==> src/rtl/core/ufmf_pkg.sv <==
`timescale 1ns / 1ps

package ufmf_pkg;

    localparam int MEDIAN_SIZE_DEF = 5;

    localparam logic [7:0] HDR_BYTE = 8'hFF;

    // APB register map: register i at byte address 4*i
    localparam int APB_ADDR_W = 5;
    localparam int APB_DATA_W = 32;

    typedef enum logic [2:0] {
        REG_MIN_DIST  = 3'd0,
        REG_MAX_DIST  = 3'd1,
        REG_MAX_STEP  = 3'd2,
        REG_REJ_LIMIT = 3'd3,
        REG_SPREAD    = 3'd4,
        REG_TIMEOUT   = 3'd5
    } t_reg;

    localparam logic [15:0] MIN_DIST_RST  = 16'd30;
    localparam logic [15:0] MAX_DIST_RST  = 16'd4500;
    localparam logic [15:0] MAX_STEP_RST  = 16'd10;
    localparam logic [7:0]  REJ_LIMIT_RST = 8'd5;
    localparam logic [15:0] SPREAD_RST    = 16'd5;
    localparam logic [15:0] TIMEOUT_RST   = 16'd2000;

    typedef enum logic [2:0] {
        EV_NONE    = 3'd0,
        EV_ACCEPT  = 3'd1,
        EV_CSUM    = 3'd2,
        EV_RANGE   = 3'd3,
        EV_SLEW    = 3'd4,
        EV_RESYNC  = 3'd5,
        EV_GARBAGE = 3'd6
    } t_event;

    typedef enum logic [1:0] {
        PH_HUNT = 2'd0,
        PH_HIGH = 2'd1,
        PH_LOW  = 2'd2,
        PH_SUM  = 2'd3
    } t_phase;

    typedef struct packed {
        logic [15:0] min_distance_mm;
        logic [15:0] max_distance_mm;
        logic [15:0] max_step_mm;
        logic [7:0]  reject_limit;
        logic [15:0] resync_spread_mm;
        logic [15:0] timeout_ms;
    } t_cfg;

    typedef struct packed {
        logic       action;
        logic [7:0] rx_byte;
    } t_in_item;

    typedef struct packed {
        logic [15:0] distance_mm;
        logic        estimate_valid;
        logic        connected;
        logic [2:0]  event_res;
    } t_out_item;

endpackage

==> src/rtl/core/ufmf_cfg.sv <==
`timescale 1ns / 1ps

module ufmf_cfg import ufmf_pkg::*; (
    input  logic                  i_clk,
    input  logic                  i_rst_n,
    input  logic                  psel,
    input  logic                  penable,
    input  logic                  pwrite,
    input  logic [APB_ADDR_W-1:0] paddr,
    input  logic [APB_DATA_W-1:0] pwdata,
    output logic [APB_DATA_W-1:0] prdata,
    output logic                  pready,
    output t_cfg                  o_cfg
);

    t_cfg       r_cfg;
    t_cfg       n_cfg;
    logic [2:0] reg_idx;
    logic       wr_en;

    assign pready  = 1'b1;
    assign reg_idx = paddr[APB_ADDR_W-1:2];
    assign wr_en   = psel && penable && pwrite;
    assign o_cfg   = r_cfg;

    always_comb begin
        n_cfg = r_cfg;
        if (wr_en) begin
            unique case (t_reg'(reg_idx))
                REG_MIN_DIST:  n_cfg.min_distance_mm  = pwdata[15:0];
                REG_MAX_DIST:  n_cfg.max_distance_mm  = pwdata[15:0];
                REG_MAX_STEP:  n_cfg.max_step_mm      = pwdata[15:0];
                REG_REJ_LIMIT: n_cfg.reject_limit     = pwdata[7:0];
                REG_SPREAD:    n_cfg.resync_spread_mm = pwdata[15:0];
                REG_TIMEOUT:   n_cfg.timeout_ms       = pwdata[15:0];
                default:       n_cfg = r_cfg;
            endcase
        end
    end

    always_comb begin
        unique case (t_reg'(reg_idx))
            REG_MIN_DIST:  prdata = {16'd0, r_cfg.min_distance_mm};
            REG_MAX_DIST:  prdata = {16'd0, r_cfg.max_distance_mm};
            REG_MAX_STEP:  prdata = {16'd0, r_cfg.max_step_mm};
            REG_REJ_LIMIT: prdata = {24'd0, r_cfg.reject_limit};
            REG_SPREAD:    prdata = {16'd0, r_cfg.resync_spread_mm};
            REG_TIMEOUT:   prdata = {16'd0, r_cfg.timeout_ms};
            default:       prdata = '0;
        endcase
    end

    always_ff @(posedge i_clk) begin
        if (!i_rst_n) begin
            r_cfg.min_distance_mm  <= MIN_DIST_RST;
            r_cfg.max_distance_mm  <= MAX_DIST_RST;
            r_cfg.max_step_mm      <= MAX_STEP_RST;
            r_cfg.reject_limit     <= REJ_LIMIT_RST;
            r_cfg.resync_spread_mm <= SPREAD_RST;
            r_cfg.timeout_ms       <= TIMEOUT_RST;
        end else begin
            r_cfg <= n_cfg;
        end
    end

endmodule

==> src/rtl/core/ufmf_median.sv <==
`timescale 1ns / 1ps

module ufmf_median import ufmf_pkg::*; #(
    parameter int SIZE = MEDIAN_SIZE_DEF
) (
    input  logic        i_clk,
    input  logic        i_rst_n,
    input  logic        i_push,
    input  logic        i_restart,
    input  logic [15:0] i_sample,
    output logic [15:0] o_estimate,
    output logic        o_have,
    output logic [15:0] o_next_estimate,
    output logic        o_next_have
);

    localparam int PW = (SIZE > 1) ? $clog2(SIZE) : 1;
    localparam int CW = $clog2(SIZE + 1);

    logic [15:0]   r_store [SIZE];
    logic [PW-1:0] r_wp;
    logic [CW-1:0] r_cnt;
    logic [15:0]   r_est;
    logic          r_have;

    logic [PW-1:0] wp_eff;
    logic [PW-1:0] n_wp;
    logic [CW-1:0] cnt_eff;
    logic [CW-1:0] n_cnt;
    logic [15:0]   vals [SIZE];
    logic [CW-1:0] rank [SIZE];
    logic [15:0]   med;

    assign wp_eff  = i_restart ? '0 : r_wp;
    assign cnt_eff = i_restart ? '0 : r_cnt;
    assign n_cnt   = (cnt_eff == CW'(SIZE)) ? cnt_eff : cnt_eff + 1'b1;
    assign n_wp    = (wp_eff == PW'(SIZE - 1)) ? '0 : wp_eff + 1'b1;

    // store contents as they stand after this write
    always_comb begin
        for (int i = 0; i < SIZE; i++) begin
            vals[i] = (wp_eff == PW'(i)) ? i_sample : r_store[i];
        end
    end

    // rank of each live entry; equal values are ordered by slot
    always_comb begin
        for (int i = 0; i < SIZE; i++) begin
            rank[i] = '0;
            for (int j = 0; j < SIZE; j++) begin
                if (CW'(j) < n_cnt &&
                    (vals[j] < vals[i] || (vals[j] == vals[i] && j < i))) begin
                    rank[i] = rank[i] + 1'b1;
                end
            end
        end
    end

    always_comb begin
        med = '0;
        for (int i = 0; i < SIZE; i++) begin
            if (CW'(i) < n_cnt && rank[i] == (n_cnt >> 1)) begin
                med = vals[i];
            end
        end
    end

    assign o_estimate      = r_est;
    assign o_have          = r_have;
    assign o_next_estimate = i_push ? med : r_est;
    assign o_next_have     = i_push | r_have;

    always_ff @(posedge i_clk) begin
        if (i_push) begin
            r_store[wp_eff] <= i_sample;
        end
    end

    always_ff @(posedge i_clk) begin
        if (!i_rst_n) begin
            r_wp   <= '0;
            r_cnt  <= '0;
            r_est  <= '0;
            r_have <= 1'b0;
        end else if (i_push) begin
            r_wp   <= n_wp;
            r_cnt  <= n_cnt;
            r_est  <= med;
            r_have <= 1'b1;
        end
    end

    a_cnt_bound: assert property (@(posedge i_clk) disable iff (!i_rst_n)
        r_cnt <= CW'(SIZE))
        else $error("sample count beyond store depth");

    a_have_cnt: assert property (@(posedge i_clk) disable iff (!i_rst_n)
        r_have == (r_cnt != '0))
        else $error("estimate flag disagrees with sample count");

endmodule

==> src/rtl/core/ufmf_outq.sv <==
`timescale 1ns / 1ps

module ufmf_outq import ufmf_pkg::*; (
    input  logic      i_clk,
    input  logic      i_rst_n,
    input  logic      i_push,
    input  t_out_item i_data,
    output logic      o_full,
    output logic      o_valid,
    output t_out_item o_item,
    input  logic      i_stall
);

    t_out_item  r_q [2];
    logic [1:0] r_cnt;
    logic       pop;
    logic [1:0] cnt_after_pop;

    assign pop           = o_valid && !i_stall;
    assign o_valid       = (r_cnt != 2'd0);
    assign o_item        = r_q[0];
    assign o_full        = (r_cnt == 2'd2);
    assign cnt_after_pop = r_cnt - {1'b0, pop};

    always_ff @(posedge i_clk) begin
        if (i_push && !cnt_after_pop[0]) begin
            r_q[0] <= i_data;
        end else if (pop) begin
            r_q[0] <= r_q[1];
        end
        if (i_push && cnt_after_pop[0]) begin
            r_q[1] <= i_data;
        end
    end

    always_ff @(posedge i_clk) begin
        if (!i_rst_n) begin
            r_cnt <= 2'd0;
        end else begin
            r_cnt <= cnt_after_pop + {1'b0, i_push};
        end
    end

    a_no_overflow: assert property (@(posedge i_clk) disable iff (!i_rst_n)
        i_push |-> (r_cnt != 2'd2))
        else $error("result queue overflow");

endmodule

==> src/rtl/core/ultrasonic_frame_median_filter.sv <==
`timescale 1ns / 1ps
// Ultrasonic range-frame parser with step rejection and median filter.
// Input channel (i_valid / o_stall, i_item): each transaction is either a
// received UART byte (action 0) or a one-millisecond tick (action 1).
// Output channel (o_valid / i_stall, o_item): exactly one result per input
// transaction, in order: current estimate, estimate flag, link flag, event.
// Registers are written over the APB port; the user must write them only while
// the block is idle, since the block itself does not enforce this. An accepted
// item is held in an input register and its result is then written into the
// output queue, from whose registered count o_valid is driven.
// Throughput: one item per cycle while the output queue is not full; the frame
// checks and the MEDIAN_SIZE-entry (default five) rank select are combinational.
// Receiver stall: results collect in a two-entry output queue; once it is
// full an item in the input register holds and o_stall rises, no result is lost.
// Reset (synchronous, active low): registers take their defaults, the parser
// hunts for a header, no estimate, link down, queues empty. No clearing pass.

module ultrasonic_frame_median_filter import ufmf_pkg::*; #(
    parameter int MEDIAN_SIZE = MEDIAN_SIZE_DEF
) (
    input  logic                  i_clk,
    input  logic                  i_rst_n,
    input  logic                  i_valid,
    input  t_in_item              i_item,
    output logic                  o_stall,
    output logic                  o_valid,
    output t_out_item             o_item,
    input  logic                  i_stall,
    input  logic                  psel,
    input  logic                  penable,
    input  logic                  pwrite,
    input  logic [APB_ADDR_W-1:0] paddr,
    input  logic [APB_DATA_W-1:0] pwdata,
    output logic [APB_DATA_W-1:0] prdata,
    output logic                  pready
);

    t_cfg      cfg;

    logic      r_in_valid;
    t_in_item  r_in_item;
    logic      in_accept;
    logic      fire;
    logic      q_full;

    t_phase      r_phase, n_phase;
    logic [7:0]  r_high, n_high;
    logic [7:0]  r_low, n_low;
    logic [7:0]  r_streak, n_streak;
    logic [15:0] r_rlo, n_rlo;
    logic [15:0] r_rhi, n_rhi;
    logic        r_link, n_link;
    logic [15:0] r_quiet, n_quiet;

    logic        push;
    logic        restart;
    t_event      ev;

    logic [15:0] est;
    logic        have;
    logic [15:0] next_est;
    logic        next_have;

    logic [7:0]  csum;
    logic [15:0] frame_mm;
    logic [15:0] diff;
    logic [15:0] quiet_inc;
    logic [7:0]  streak_inc;
    logic [15:0] rlo_upd;
    logic [15:0] rhi_upd;
    logic        slew;
    logic        persistent;
    logic        coherent;

    t_out_item   res;

    ufmf_cfg u_cfg (
        .i_clk   (i_clk),
        .i_rst_n (i_rst_n),
        .psel    (psel),
        .penable (penable),
        .pwrite  (pwrite),
        .paddr   (paddr),
        .pwdata  (pwdata),
        .prdata  (prdata),
        .pready  (pready),
        .o_cfg   (cfg)
    );

    // input register stage
    assign fire      = r_in_valid && !q_full;
    assign o_stall   = r_in_valid && q_full;
    assign in_accept = i_valid && !o_stall;

    always_ff @(posedge i_clk) begin
        if (in_accept) begin
            r_in_item <= i_item;
        end
    end

    always_ff @(posedge i_clk) begin
        if (!i_rst_n) begin
            r_in_valid <= 1'b0;
        end else if (in_accept) begin
            r_in_valid <= 1'b1;
        end else if (fire) begin
            r_in_valid <= 1'b0;
        end
    end

    // frame checks
    assign csum       = HDR_BYTE + r_high + r_low;
    assign frame_mm   = {r_high, r_low};
    assign diff       = (frame_mm > est) ? frame_mm - est : est - frame_mm;
    assign slew       = have && (diff > cfg.max_step_mm);
    assign rlo_upd    = (r_streak == 8'd0 || frame_mm < r_rlo) ? frame_mm : r_rlo;
    assign rhi_upd    = (r_streak == 8'd0 || frame_mm > r_rhi) ? frame_mm : r_rhi;
    assign streak_inc = (r_streak == 8'hFF) ? r_streak : r_streak + 8'd1;
    assign persistent = streak_inc >= cfg.reject_limit;
    assign coherent   = (rhi_upd - rlo_upd) <= cfg.resync_spread_mm;
    assign quiet_inc  = (r_quiet == 16'hFFFF) ? r_quiet : r_quiet + 16'd1;

    always_comb begin
        n_phase  = r_phase;
        n_high   = r_high;
        n_low    = r_low;
        n_streak = r_streak;
        n_rlo    = r_rlo;
        n_rhi    = r_rhi;
        n_link   = r_link;
        n_quiet  = r_quiet;
        push     = 1'b0;
        restart  = 1'b0;
        ev       = EV_NONE;
        if (fire) begin
            if (r_in_item.action) begin
                n_quiet = quiet_inc;
                if (quiet_inc > cfg.timeout_ms) begin
                    n_link = 1'b0;
                end
            end else begin
                unique case (r_phase)
                    PH_HUNT: begin
                        if (r_in_item.rx_byte == HDR_BYTE) begin
                            n_phase = PH_HIGH;
                        end else begin
                            ev = EV_GARBAGE;
                        end
                    end
                    PH_HIGH: begin
                        n_high  = r_in_item.rx_byte;
                        n_phase = PH_LOW;
                    end
                    PH_LOW: begin
                        n_low   = r_in_item.rx_byte;
                        n_phase = PH_SUM;
                    end
                    PH_SUM: begin
                        n_phase = PH_HUNT;
                        if (csum != r_in_item.rx_byte) begin
                            ev = EV_CSUM;
                        end else if (frame_mm < cfg.min_distance_mm ||
                                     frame_mm > cfg.max_distance_mm) begin
                            ev = EV_RANGE;
                        end else if (slew && !(persistent && coherent)) begin
                            // rejected step; a persistent but scattered run restarts
                            n_rlo    = rlo_upd;
                            n_rhi    = rhi_upd;
                            n_streak = persistent ? 8'd0 : streak_inc;
                            ev       = EV_SLEW;
                        end else begin
                            if (slew) begin
                                n_rlo = rlo_upd;
                                n_rhi = rhi_upd;
                            end
                            restart  = slew;
                            push     = 1'b1;
                            n_streak = 8'd0;
                            n_link   = 1'b1;
                            n_quiet  = 16'd0;
                            ev       = slew ? EV_RESYNC : EV_ACCEPT;
                        end
                    end
                    default: n_phase = PH_HUNT;
                endcase
            end
        end
    end

    always_ff @(posedge i_clk) begin
        if (!i_rst_n) begin
            r_phase  <= PH_HUNT;
            r_high   <= '0;
            r_low    <= '0;
            r_streak <= '0;
            r_rlo    <= '0;
            r_rhi    <= '0;
            r_link   <= 1'b0;
            r_quiet  <= '0;
        end else begin
            r_phase  <= n_phase;
            r_high   <= n_high;
            r_low    <= n_low;
            r_streak <= n_streak;
            r_rlo    <= n_rlo;
            r_rhi    <= n_rhi;
            r_link   <= n_link;
            r_quiet  <= n_quiet;
        end
    end

    ufmf_median #(
        .SIZE (MEDIAN_SIZE)
    ) u_median (
        .i_clk           (i_clk),
        .i_rst_n         (i_rst_n),
        .i_push          (push),
        .i_restart       (restart),
        .i_sample        (frame_mm),
        .o_estimate      (est),
        .o_have          (have),
        .o_next_estimate (next_est),
        .o_next_have     (next_have)
    );

    assign res.distance_mm    = next_est;
    assign res.estimate_valid = next_have;
    assign res.connected      = n_link;
    assign res.event_res      = ev;

    ufmf_outq u_outq (
        .i_clk   (i_clk),
        .i_rst_n (i_rst_n),
        .i_push  (fire),
        .i_data  (res),
        .o_full  (q_full),
        .o_valid (o_valid),
        .o_item  (o_item),
        .i_stall (i_stall)
    );

    a_link_on_accept: assert property (@(posedge i_clk) disable iff (!i_rst_n)
        $rose(r_link) |-> $past(push))
        else $error("link came up without an accepted frame");

    a_push_sets_have: assert property (@(posedge i_clk) disable iff (!i_rst_n)
        push |=> have)
        else $error("estimate flag not set after a sample was stored");

    a_phase_only_on_fire: assert property (@(posedge i_clk) disable iff (!i_rst_n)
        !fire |=> $stable(r_phase) && $stable(r_quiet))
        else $error("parser state moved without a transaction");

endmodule
==> config.mk <==
export PLATFORM = sky130hd
export DESIGN_NAME = ultrasonic_frame_median_filter
export DESIGN_NICKNAME = d
export VERILOG_FILES = /design/src/rtl/core/ufmf_pkg.sv /design/src/rtl/core/ufmf_cfg.sv /design/src/rtl/core/ufmf_median.sv /design/src/rtl/core/ufmf_outq.sv /design/src/rtl/core/ultrasonic_frame_median_filter.sv
export SDC_FILE = /design/constraint.sdc
export NUM_CORES = 1
export LEC_CHECK = 0
export ABC_CLOCK_PERIOD_IN_PS = 19900
export CAP_MARGIN = 20
export CORE_MARGIN = 10
export CORE_UTILIZATION = 61
export CTS_CLUSTER_DIAMETER = 80
export DETAILED_ROUTE_END_ITERATION = 8
export DONT_BUFFER_PORTS = 1
export GPL_TIMING_DRIVEN = 0
export PLACE_DENSITY = 0.77
export SETUP_SLACK_MARGIN = 0.15
export SYNTH_ARGS = -nofsm -noshare
export SYNTH_HDL_FRONTEND = slang
export SYNTH_HIERARCHICAL = 1
export SYNTH_SLANG_ARGS = --single-unit
==> constraint.sdc <==
create_clock -name i_clk -period 19.9 [get_ports i_clk]
set_input_delay 0 -clock i_clk [delete_from_list [all_inputs] [get_ports i_clk]]
set_output_delay 0 -clock i_clk [all_outputs]
set_load 0.05 [all_outputs]
# Word-level counts from Yosys, hierarchy flattened
# Memory sizes are Yosys's and may differ from the RTL's.
# Index checks and enable logic that the tools add are counted.
# totals
out_inout_bits	56
register_bits	198
inputBits	53
mem_count	2
ramBits	122
# mem_list
name	depth	word_bits	read_ports	rd_clocked_by_memory_dff	wr	line	text
u_median.r_store	5	16	5	0	1	ufmf_median.sv:20	logic [15:0] r_store [SIZE];
u_outq.r_q	2	21	2	0	1	ufmf_outq.sv:14	t_out_item r_q [2];
# classes
reduce_logical	80
mux	101
magnitude_cmp	39
n_addsub	31
eq_ne	37
bitwise_logic	5
# op_table
op	count
$lt 16x16->1	27
$mux 16	24
$eq 16x16->1	10
$pmux 16 s6	1
$mux 3	31
$gt 16x16->1	5
$add 3x1->3 const B	17
$sub 16x16->16	3
$mux 21	2
$logic_and 1x1->1	41
$mux 1	37
$mux 8	3
$reduce_or 21->1	1
$add 16x1->16 const B	1
$eq 16x16->1 const B	1
$eq 8x8->1 const B	2
$le 16x16->1	1
$eq 3x2->1	5
$logic_or 1x1->1	13
$eq 3x2->1 const B	4
$eq 3x3->1 const B	4
$reduce_and 2->1	6
$add 1x1->2 const B	5
$reduce_and 5->1	2
26 further kinds	47

# Depth between registers and ports, before layout
# depth
depth_word	38
mapped_depth	63

# By module
# Netlist, hierarchy kept.
# by_module_without_submodules
module	seq_area_each_um2	area_per_inst_um2	cells_per_inst	instances
ufmf_median	2862.7	10331.2	1119	1
ultrasonic_frame_median_filter	1791.7	9741.8	1255	1
ufmf_cfg	1761.7	4222.8	446	1
ufmf_outq	1301.2	1910.6	103	1

# Worst setup path before layout
# Ideal clock, no wire load.
# synth_path
path_kind	reg-to-reg
startpoint	register r_high[6]
endpoint	memory u_outq/r_q[0][12] in the netlist's numbering, data pin
stages_incl_launch_ff	56
setup_slack_ns	7.820
setup_time_ns	0.260
arrival_ns	11.820
cell_sequence	dfxtp_1 ha_1 and4_1 nand4_1 or4_1 a31oi_1 buf_2 clkbuf_1 o21ai_0 ha_1 inv_1 fa_1 or3b_2 a2bb2oi_1 a211oi_1 a21oi_1 o2bb2ai_1 o311ai_2 (+20 left out) a21oi_1 a311oi_1 a2111oi_2 nand3_1 and3_1 buf_2 xor2_1 ha_1 or3_1 a211oi_1 a2111oi_0 a22o_1 nor4_2 buf_2 nand3_1 o2111ai_1 a21oi_1 mux2_4
# synth_between
elab_chain_len	38
word_cells_on_any_way	188
cone_classes	add/sub (26); order compare (37); eq/ne (21); mux (56); reduce/logical (48)
# synth_lines
item	line	text
start, declared	ultrasonic_frame_median_filter.sv:47	logic [7:0] r_high, n_high;
start signal, assigned	ultrasonic_frame_median_filter.sv:202	r_high <= n_high;
$lt 16x16->1 (*)	ultrasonic_frame_median_filter.sv:116	assign rlo_upd = (r_streak == 8'd0 || frame_mm < r_rlo) ? frame_mm : r_rlo;
$logic_or 1x1->1 (*)	ultrasonic_frame_median_filter.sv:116	
$mux 16 (*)	ultrasonic_frame_median_filter.sv:116	
named net rlo_upd[0]	ultrasonic_frame_median_filter.sv:69	logic [15:0] rlo_upd;
$sub 16x16->16 (*)	ultrasonic_frame_median_filter.sv:120	assign coherent = (rhi_upd - rlo_upd) <= cfg.resync_spread_mm;
$le 16x16->1 (*)	ultrasonic_frame_median_filter.sv:120	
$logic_and 1x1->1 (*)	ultrasonic_frame_median_filter.sv:165	end else if (slew && !(persistent && coherent)) begin
$logic_not 1->1 (*)	ultrasonic_frame_median_filter.sv:165	
(+7 left out)	-	
named net restart	ultrasonic_frame_median_filter.sv:56	logic restart;
(+15 left out)	-	
$logic_and 1x1->1 / $eq 3x2->1 (equally long branches)	ufmf_median.sv:62	if (CW'(i) < n_cnt && rank[i] == (n_cnt >> 1)) begin
$mux 16 / $logic_and 1x1->1 (equally long branches)	ufmf_median.sv:62	
$mux 16 (3 in series)	ufmf_median.sv:62	
$mux 16 (*)	ufmf_median.sv:62	
$mux 16 (*)	-	
named net next_est[7]	ultrasonic_frame_median_filter.sv:61	logic [15:0] next_est;
$mux 21 (no line)	-	
$mux 21 (no line) (*)	-	
end, declared	ufmf_outq.sv:14	
# The timed path passes the listed nets; every way through them passes the cells marked *.

# Worst setup path after layout
# layout_path
startpoint	register r_low[2]
endpoint	memory u_outq/r_q[0][15] in the netlist's numbering, data pin
# layout_between
elab_chain_len	38
word_cells_on_any_way	187
cone_classes	add/sub (25); order compare (37); eq/ne (21); mux (56); reduce/logical (48)
# layout_lines
item	line	text
start, declared	ultrasonic_frame_median_filter.sv:48	logic [7:0] r_low, n_low;
start signal, assigned	ultrasonic_frame_median_filter.sv:203	r_low <= n_low;
$gt 16x16->1 / $lt 16x16->1 (equally long branches)	ultrasonic_frame_median_filter.sv:117, ultrasonic_frame_median_filter.sv:116	
$logic_or 1x1->1, on equally long branches	ultrasonic_frame_median_filter.sv:117, ultrasonic_frame_median_filter.sv:116	
$mux 16, on equally long branches	ultrasonic_frame_median_filter.sv:117, ultrasonic_frame_median_filter.sv:116	
$sub 16x16->16	ultrasonic_frame_median_filter.sv:120	
$le 16x16->1	ultrasonic_frame_median_filter.sv:120	
$logic_and 1x1->1	ultrasonic_frame_median_filter.sv:165	
$logic_not 1->1	ultrasonic_frame_median_filter.sv:165	
$logic_and 1x1->1	ultrasonic_frame_median_filter.sv:165	
(+6 left out)	-	
named net restart	ultrasonic_frame_median_filter.sv:56	
(+15 left out)	-	
$logic_and 1x1->1 / $eq 3x2->1 (equally long branches)	ufmf_median.sv:62	
$mux 16 / $logic_and 1x1->1 (equally long branches)	ufmf_median.sv:62	
$mux 16 (3 in series)	ufmf_median.sv:62	
$mux 16 (*)	ufmf_median.sv:62	
$mux 16 (*)	-	
named net next_est[10]	ultrasonic_frame_median_filter.sv:61	
$mux 21 (no line)	-	
$mux 21 (no line) (*)	-	
# Marks and branches as above.

==> metrics.txt <==
Mapped Cells 2923; post-route DRC violation count 0; clock-pin slew on the worst setup and hold paths 60 ps; crit path DAT 17480 ps; share of cells above drive strength 1 9.50%; max incr delay on CP 1120 ps; clock skew 21.5 ps; H-tree depth 2; Root Buffer clkbuf_16; NumNets Final 3436; diode count 0; largest net degree at the start of global routing 23; peak supply drop 67.8 uV; antenna violations before repair 1; unrepaired setup endpoints after global routing false; status finished clean; Hold WC Path Type in2reg; final setup fails 0; die extent in x 227 um; min cycle time layout 17080 ps; vias in the first global route 23100; vias 23700; Core Area 42200 sq um; post-DP HPWL 68400 um; beginning of the worst hold path paddr[2]; WP data required 20300 ps; worst hold endpoint u_cfg/o_cfg[72]; FF-to-FF path depth 52; post-synthesis sequential area ratio 29.4%; Synth Area per Inst 8.97 sq um; PwrDens 55.1 nW/um^2; Final Cycle Share 85.8%; First-pass DRT Iterations 7; main flop type after synthesis dfxtp_1; Slew headroom 18.8%; FF-to-FF setup slack 2820 ps; initial core utilization 62.1%; Fin Hold WS 39.8 ps; Worst Path Max Fanout 17; Buffers on Ports 0; top-count cell post-synth ha_1; Post-synth EDFFs 131; Vias/cell 6.59; crit-path leading delay family compound AO/OA/AOI/OAI gates; Area Overhead vs Synth 9.40%; CTS Hold Buffers Added 39; FF+latch count, synth 320; synth warn 6; CTS tree built; Die Y 227 um; area fraction of the dominant cell type after synthesis 16.9%; DR iter-0 viols 2174; critical path startpoint r_low[2]; clk_lat worst skew 550 ps; Antenna Nets Post-Route 0; list of most frequent post-synthesis cells 353 x ha_1, 263 x inv_1, 244 x a21oi_1; Cell Area, Synth 26200 sq um; worst slew pin tran 1220 ps; total power 1.58 mW; number of buffers created by CTS 36; GRT Overall Usage 33.5%; Post-Place Cell Area 27000 sq um; WL/cell 24.7 um; site row count 75; placed insts 3484; Worst Path Buf+Inv 11; CP most frequent cell clkbuf_1; ys async rst share 0%; fin. max-slew vios 0; Setup CP Type reg2reg; Cell Count, Final, Fillers Out 3593; GRT overflow 0; worst reg2reg endpoint u_outq/r_q[0][15]; post-route setup TNS 0 ps; Final Hold Vio Count 0; Reg-to-Reg Start r_low[2]; Post-Route WL 88900 um; Resize count post-CTS 0; Design Area, Final 28700 sq um; CTS max path bufs 3; largest area contributor in the netlist ha_1; worst hold stages 4; CP Launch Type flip-flop; CP Capture Type flip-flop; Post-CTS Setup Repair Bufs 0; Leak Pwr 12.1 nW; clock sink count 320; Die ar. 51700 sq um; Worst path slowest cell dfxtp_1; global-route wire length before repair 134000 um; top cells by area, synth ha_1 17%, edfxtp_1 15%, dfxtp_1 14%; Max Cap Violations 0; synth unique cells 112; Peak Freq 58.6 MHz; # IOs 109; RD Place Congestion 0.999
[worst max path at each step]
stage / end / slack, ps / cells after the start
after floorplan: u_outq/r_q[0][12] / 7820 / 55
after global routing: u_outq/r_q[0][18] / 2240 / 53
after CTS: u_outq/r_q[0][14] / 2730 / 52
after detailed placement: u_outq/r_q[0][14] / 2770 / 52
final: u_outq/r_q[0][15] / 2820 / 52
after global placement: u_outq/r_q[0][14] / 3140 / 52
[worst min-delay path: cells and delay by family]
kind          cells  cell delay [ps]
simple gates      2              220
buf+inv           1              210
mux               1               90
[logic make-up (layout without fill, tap and decap cells)]
family / after synthesis / after routing / synth area share (%)
muxes: 228 / 228 / 9.51
xor gates and xnor gates: 79 / 79 / 2.70
buffers and inverters: 426 / 542 / 7.10
AOI/OAI and AO/OA: 750 / 750 / 19.0
DFF: 320 / 320 / 29.4
other: 2 / 17 / 0.0287
and+or+nand+nor: 756 / 756 / 14.8
adders and majority gates: 362 / 362 / 17.4
[final cells by class]
| type | count | area [sq um] |
|---|---|---|
| Timing Repair Buffer | 50 | 564 |
| Multi-Input combinational cell | 2192 | 16700 |
| Fill cell | 3360 | 13600 |
| Clock inverter | 13 | 148 |
| Sequential cell | 320 | 7720 |
| Tap cell | 539 | 674 |
| Inverter | 266 | 998 |
| Clock buffer | 53 | 1020 |
| Buffer | 160 | 862 |
[report_power, final]
part / total, mW / leakage [nW] / internal, mW / switching [mW]
combinational: 0.190 / 8.73 / 0.0576 / 0.132
sequential: 0.720 / 2.76 / 0.708 / 0.0112
clock: 0.670 / 0.569 / 0.395 / 0.275
total: 1.58 / 12.1 / 1.16 / 0.418
[flip-flops by register name, summed over array words and instances, names as in the netlist, named ones only]
name                 cells
r_in_item                9
u_outq/r_cnt             2
u_median/o_have          1
r_high                   8
u_cfg/o_cfg             88
r_rlo                   16
u_median/r_cnt           3
r_link                   1
r_streak                 8
r_quiet                 16
r_low                    8
r_phase                  2
u_median/o_estimate     16
r_rhi                   14
r_in_valid               1
u_median/r_store        80
u_outq/r_q              42
u_median/r_wp            3
[through the flow]
step	setup slack [ps]	util, %
finish	2820	67.9
global route	2240	67.9
CTS	2730	67.7
detailed placement	2770	64.0
global placement	3140	63.8
floorplan	7820	-
[cells in the final DEF, fill, tap and decap left out, drive strengths merged, types with 20 or more instances in the layout]
cell         synthesis  final
a211oi              20     20
a21o                67     67
a21oi              258    258
a31oi               33     33
and2                21     21
buf                 79     89
clkbuf              81    135
dfxtp              189    189
dlygate4sd3          0     39
edfxtp             131    131
ha                 353    353
inv                264    267
mux2                89     89
mux2i              139    139
nand2              244    244
nand2b              29     29
nand3               63     63
nand4               77     77
nor2               128    128
nor2b               62     62
nor3                35     35
o2111ai             21     21
o21a                36     36
o21ai              122    122
or3                 22     22
xnor2               60     60
[metal layers]
layer	GRT usage (%)	routed length (um)	up-vias
li1	-	-	10800
met1	38.6	33300	11300
met2	58.0	42700	1163
met3	4.21	6480	327
met4	21.6	6410	2
met5	0	7	-
Note: power is estimated with default switching activity, not from simulation.
